## src/rtl/i2c_mts_pkg.sv

```systemverilog
// shared types and constants for the i2c master transfer sequencer
// no dependencies; used by the interfaces, the core and the top level
package i2c_mts_pkg;

    localparam int CHUNK_MAX_DEF   = 255;
    localparam int COUNT_WIDTH_DEF = 16;

    localparam int ADDR_W  = 10;
    localparam int CNT_W   = 16;
    localparam int FLAG_W  = 9;
    localparam int ERR_W   = 5;
    localparam int CHUNK_W = 8;

    // function codes of a request
    localparam logic [1:0] FUNC_START_WR = 2'd0;
    localparam logic [1:0] FUNC_START_RD = 2'd1;
    localparam logic [1:0] FUNC_EVENT    = 2'd2;

    // status flag positions
    localparam int FLAG_NACK     = 0;
    localparam int FLAG_RELOAD   = 1;
    localparam int FLAG_COMPLETE = 2;
    localparam int FLAG_BUS      = 3;
    localparam int FLAG_ARB      = 4;
    localparam int FLAG_OVR      = 5;
    localparam int FLAG_TIMEOUT  = 6;
    localparam int FLAG_OTHER_ER = 7;
    localparam int FLAG_OTHER    = 8;

    // error accumulator positions
    localparam int ERR_ACK     = 0;
    localparam int ERR_BUS     = 1;
    localparam int ERR_ARB     = 2;
    localparam int ERR_OVR     = 3;
    localparam int ERR_TIMEOUT = 4;

    typedef struct packed {
        logic [1:0]        func;
        logic [ADDR_W-1:0] slave_addr;
        logic [CNT_W-1:0]  tx_count;
        logic [CNT_W-1:0]  rx_count;
        logic [FLAG_W-1:0] status_flags;
    } req_t;

    typedef struct packed {
        logic               issue_setup;
        logic [CHUNK_W-1:0] chunk_count;
        logic               read_not_write;
        logic               reload_flag;
        logic [ADDR_W-1:0]  bus_address;
        logic               issue_start;
        logic               issue_stop;
        logic               finish_ok;
        logic               finish_error;
        logic [ERR_W-1:0]   error_bits;
    } rsp_t;

endpackage

```

## src/rtl/i2c_mts_core.sv

```systemverilog
// sequencing logic: next transaction state and the result for one request
// depends on i2c_mts_pkg
module i2c_mts_core
    import i2c_mts_pkg::*;
#(
    parameter int CHUNK_MAX   = CHUNK_MAX_DEF,
    parameter int COUNT_WIDTH = COUNT_WIDTH_DEF
) (
    input  logic                   ten_bit,
    input  req_t                   req,
    input  logic                   phase_reg,
    input  logic [COUNT_WIDTH-1:0] remain_reg,
    input  logic [COUNT_WIDTH-1:0] pend_reg,
    input  logic [ERR_W-1:0]       err_reg,
    input  logic [ADDR_W-1:0]      addr_reg,
    output logic                   phase_next,
    output logic [COUNT_WIDTH-1:0] remain_next,
    output logic [COUNT_WIDTH-1:0] pend_next,
    output logic [ERR_W-1:0]       err_next,
    output logic [ADDR_W-1:0]      addr_next,
    output rsp_t                   rsp
);

    localparam logic [COUNT_WIDTH-1:0] CHUNK_N = COUNT_WIDTH'(CHUNK_MAX);

    logic                   setup_en;
    logic [COUNT_WIDTH-1:0] setup_n;
    logic                   setup_rd;
    logic                   over;
    logic                   fin;
    logic                   err_stop;
    logic                   start;

    always_comb
    begin
        setup_en   = 1'b0;
        setup_n    = '0;
        setup_rd   = 1'b0;
        fin        = 1'b0;
        err_stop   = 1'b0;
        start      = 1'b0;
        phase_next = phase_reg;
        pend_next  = pend_reg;
        err_next   = err_reg;
        addr_next  = addr_reg;
        case (req.func)
            FUNC_START_WR, FUNC_START_RD:
            begin
                err_next  = '0;
                addr_next = ten_bit ? req.slave_addr
                                    : {2'b00, req.slave_addr[6:0], 1'b0};
                start     = 1'b1;
                setup_en  = 1'b1;
                if (req.func == FUNC_START_WR)
                begin
                    pend_next  = COUNT_WIDTH'(req.rx_count);
                    phase_next = 1'b0;
                    setup_n    = COUNT_WIDTH'(req.tx_count);
                    setup_rd   = 1'b0;
                end
                else
                begin
                    pend_next  = '0;
                    phase_next = 1'b1;
                    setup_n    = COUNT_WIDTH'(req.rx_count);
                    setup_rd   = 1'b1;
                end
            end
            FUNC_EVENT:
            begin
                if (req.status_flags[FLAG_OTHER_ER:FLAG_BUS] != '0)
                begin
                    // error event: merge error bits, other flags ignored
                    err_next = err_reg | {req.status_flags[FLAG_TIMEOUT:FLAG_BUS], 1'b0};
                    err_stop = (err_next != '0);
                end
                else if (req.status_flags[FLAG_NACK])
                begin
                    err_next           = err_reg;
                    err_next[ERR_ACK]  = 1'b1;
                    fin                = 1'b1;
                end
                else if (req.status_flags[FLAG_RELOAD])
                begin
                    setup_en = 1'b1;
                    setup_n  = remain_reg;
                    setup_rd = phase_reg;
                end
                else if (req.status_flags[FLAG_COMPLETE] && !phase_reg && pend_reg != '0)
                begin
                    // repeated start into the read phase
                    setup_en   = 1'b1;
                    setup_n    = pend_reg;
                    setup_rd   = 1'b1;
                    pend_next  = '0;
                    phase_next = 1'b1;
                    start      = 1'b1;
                end
                else if (req.status_flags[FLAG_COMPLETE] || req.status_flags[FLAG_OTHER])
                begin
                    fin = 1'b1;
                end
            end
            default:
            begin
            end
        endcase
    end

    assign over        = (setup_n > CHUNK_N);
    assign remain_next = !setup_en ? remain_reg : (over ? setup_n - CHUNK_N : '0);

    always_comb
    begin
        rsp                = '0;
        rsp.issue_setup    = setup_en;
        rsp.chunk_count    = setup_en ? (over ? CHUNK_N[CHUNK_W-1:0] : setup_n[CHUNK_W-1:0])
                                      : '0;
        rsp.read_not_write = setup_en & setup_rd;
        rsp.reload_flag    = setup_en & over;
        rsp.bus_address    = addr_next;
        rsp.issue_start    = start;
        rsp.issue_stop     = fin;
        rsp.finish_ok      = fin && (err_next == '0);
        rsp.finish_error   = (fin && (err_next != '0)) || err_stop;
        rsp.error_bits     = err_next;
    end

endmodule

```

## config.mk

```make
export PLATFORM = sky130hd
export DESIGN_NAME = i2c_mts_core
export DESIGN_NICKNAME = d
export VERILOG_FILES = /design/src/rtl/i2c_mts_pkg.sv /design/src/rtl/i2c_mts_core.sv
export SDC_FILE = /design/constraint.sdc
export NUM_CORES = 1
export LEC_CHECK = 0
export BUFFER_PORTS_ARGS = -buffer_cell sky130_fd_sc_hd__buf_4
export CORE_MARGIN = 1
export CORE_UTILIZATION = 39
export DETAILED_ROUTE_END_ITERATION = 8
export PLACE_DENSITY = 0.84
export SLEW_MARGIN = 20
export SYNTH_ARGS = -nofsm -noshare
export SYNTH_HDL_FRONTEND = slang
export SYNTH_SLANG_ARGS = --single-unit
```

## constraint.sdc

```tcl
create_clock -name vclk -period 4.6
set_input_delay 0.92 -clock vclk [all_inputs]
set_output_delay 0.92 -clock vclk [all_outputs]
set_load 0.03 [all_outputs]
```

==> results.md <==
Cells and area:
- The repair_antennas step left the layout with diodes totalling 0.
- Leaving out fill and tap cells, the most frequent cell in the layout is buf_4.
- The post-layout net count is 548.
- The multi-input combinational cells in the finished layout cover a total of 1660 sq um.
- The post-route non-filler standard cell count is 510.
- Leaving out fill and tap cells, the most frequent cells in the layout are buf_4 (193), nand2_1 (40), a22o_1 (23).
- In the final layout, the share of cells above drive strength 1 is 46.3%.
- The sequential cell count is 0.
- After layout, the clock buffer instance count stands at 0.
- The sequential cells in the finished layout cover a total of 0 sq um.
- The count of fill cells added during filler insertion is 438.
- Relative to the synthesized area, the layout overhead comes to 67.4%.

Power:
- The analysis attributes to cell leakage a power of 1.59 nW.
- The worst-case IR drop observed on VDD is 0.0000838 V.
- The total power after layout is 0.000437 W.
- The power density over cell area is 136 nW/um^2.

Critical path:
- In this run the worst path has a maximum fanout of 10.
- The data arrival time of the critical path is 3.54 ns.
- For the worst setup path, the data required time is 3.68 ns.
- The critical setup path kind is in2out.
- The endpoint type of the worst setup path is a primary output.
- The category of the worst setup path launch point is an input port.

Global routing:
- met2 is the most crowded layer.
- The met3 global-route usage is 4.31%.
- The largest net degree at the start of global routing is 39.
- The leftover overflow at the end of global routing is 0.
- The number of antenna violations at the first check in global routing is 0.
- Across every metal layer, demand over resource in global routing totals 31.3%.
- For met2 alone, demand over resource in global routing was 56.1%.
- The number of global-route vias before repair was 2674.
- The first global-routing pass estimated 13300 um of wire.
- The fraction of met1 tracks used by global routing is 40.9%.

Route:
- The count of nets left with antenna violations once routing finished came out at 0.
- The detailed router placed 2997 vias in this run.
- The count of unresolved DRC violations after routing is 0.
- The detailed-routing iteration count for the pre-antenna-repair pass is 5.
- The mean number of vias per cell is 5.88.
- After the first detailed-routing iteration, the DRC count stood at 225.
- After detailed routing, the total wire length is 8820 um.
- In the final routed layout, each cell accounts on average for 17.3 um.

Place:
- The count of placed standard cells including taps is 509.
- After legalization and detailed placement, the total HPWL measured 7090 um.
- Routability-driven placement finished with a final weighted congestion of 1.00.
- Input and output buffers added on the ports amount to 180.

CTS:
- After clock tree synthesis, the flow added hold-fix buffers numbering 0.

Floorplan:
- The die covers 5220 sq um.
- The core area is 4720 sq um.
- The die boundary width is 72.3 um.
- The total number of placement rows is 25.
- The starting density of the core is 40.8%.
- The die is 72.3 um tall.
- The count of pins on the block boundary is 180.

Timing:
- The period utilization is 97.1%.
- The final max-slew violation count came to 0.
- The accumulated negative setup slack is 0 ns.
- The headroom to the max-slew limit is 52.2%.
- Setup repair after global routing left no endpoint under its margin.
- The measured slew at the worst slew-check pin is 0.716 ns.
- The total count of hold-check failures in the final report was 0.
- The timing-limited maximum frequency is 224 MHz.
- Setup violations remaining at the end of the flow were counted as 0.
- The post-route worst hold slack is 2.19 ns.
- The final period demand of the worst path is 4.46 ns.

Logic synthesis:
- The warning count from the yosys run is 0.
- The number of cells produced by synthesis is 291.
- In this run, distinct cell masters in the synthesized netlist total 57.
- The area of the mapped netlist is 1930 sq um.
- Summed over its instances, the top area cell type makes up 10.5% of the synthesized netlist area.
- Yosys attributes the largest share of cell area to a22o_1 (10%), mux2i_1 (9.4%), nand2_1 (7.8%), buf_4 (7.4%), or4bb_1 (5.3%).
- The dominant cell type by area after synthesis is a22o_1.
- When the netlist entered floorplanning its net count stood at 394.
- For this run, the register share of the synthesized area comes to 0%.
- After synthesis, the mean cell area works out to 6.62 sq um.

Outcome:
- The flow ran to the end, and the final reports show no timing, DRC or antenna violations.

Hold path:
- The tightest min-delay check is of the in2out type.

Flow run:
- The tool flagged a number of max-cap violations equal to 0.
## cells by family after synthesis
family          after synthesis  synth area share, %
compound gates               97                 38.1
fa+ha+maj                     1                0.650
buf+inv                      49                 14.0
mux                          22                 11.7
simple gates                116                 32.7
xor+xnor                      6                 2.73
## synth_stat cells, drive strengths merged, types with 3 or more instances
library cell  number
or4bb              9
mux2               4
buf               28
a211oi             6
nand2             40
xnor2              6
a22oi              8
nand3              6
nor2              21
o22a               3
o22ai              5
a22o              23
nor2b              4
o31ai              3
a211o              5
o21a               4
o311ai             3
clkbuf            13
or2                4
nor4               6
inv                8
mux2i             18
nor3               6
a21oi             10
o21ai             14
nand2b             3
## final cells by class
type	instances	area share, %
inverter	8	0.931
tap	67	2.60
timing repair buffer	193	44.9
multi-input combinational	242	51.5
## through the flow
stage / area (sq um) / setup WS [ns] / utilization [%]
floorplan: 1930 / 0.126 / -
global placement: 3210 / 0.162 / 68.0
detailed placement: 3210 / 0.0852 / 68.0
CTS: 3210 / 0.0809 / 68.0
global route: 3220 / 0.0980 / 68.3
finish: 3220 / 0.136 / 68.3
## routing by layer
metal / vias up / part of all wire, %
met4: 0 / 1.5
li1: 1402 / -
met1: 1382 / 40
met3: 17 / 9.4
met2: 196 / 49
met5: - / 0
## path summary, 6_finish.rpt
check               to  slack (ns)  cells past startpoint      startpoint
min    remain_next[14]        2.19                      3  remain_reg[14]
max    remain_next[12]        0.14                     10          req[0]
## worst max-delay path, cell delays in order
cell,delay [ns]
buf_4,0.12
or4b_1,0.70
a211o_1,0.33
a222oi_1,0.37
buf_4,0.19
buf_4,0.13
nand4_1,0.16
a31o_1,0.27
o311ai_1,0.11
buf_4,0.23
## what timing repair did
action	in CTS	in global routing
gates resized for setup	0	2
buffers inserted	0	1
setup endpoints to repair	0	16
## power breakdown
group	switching, W	internal (W)	leakage, nW	total [W]
Sequential	0	0	0	0
Combinational	0.000250	0.000188	1.59	0.000437
Clock	0	0	0	0
(Power assumes the default switching activity.)
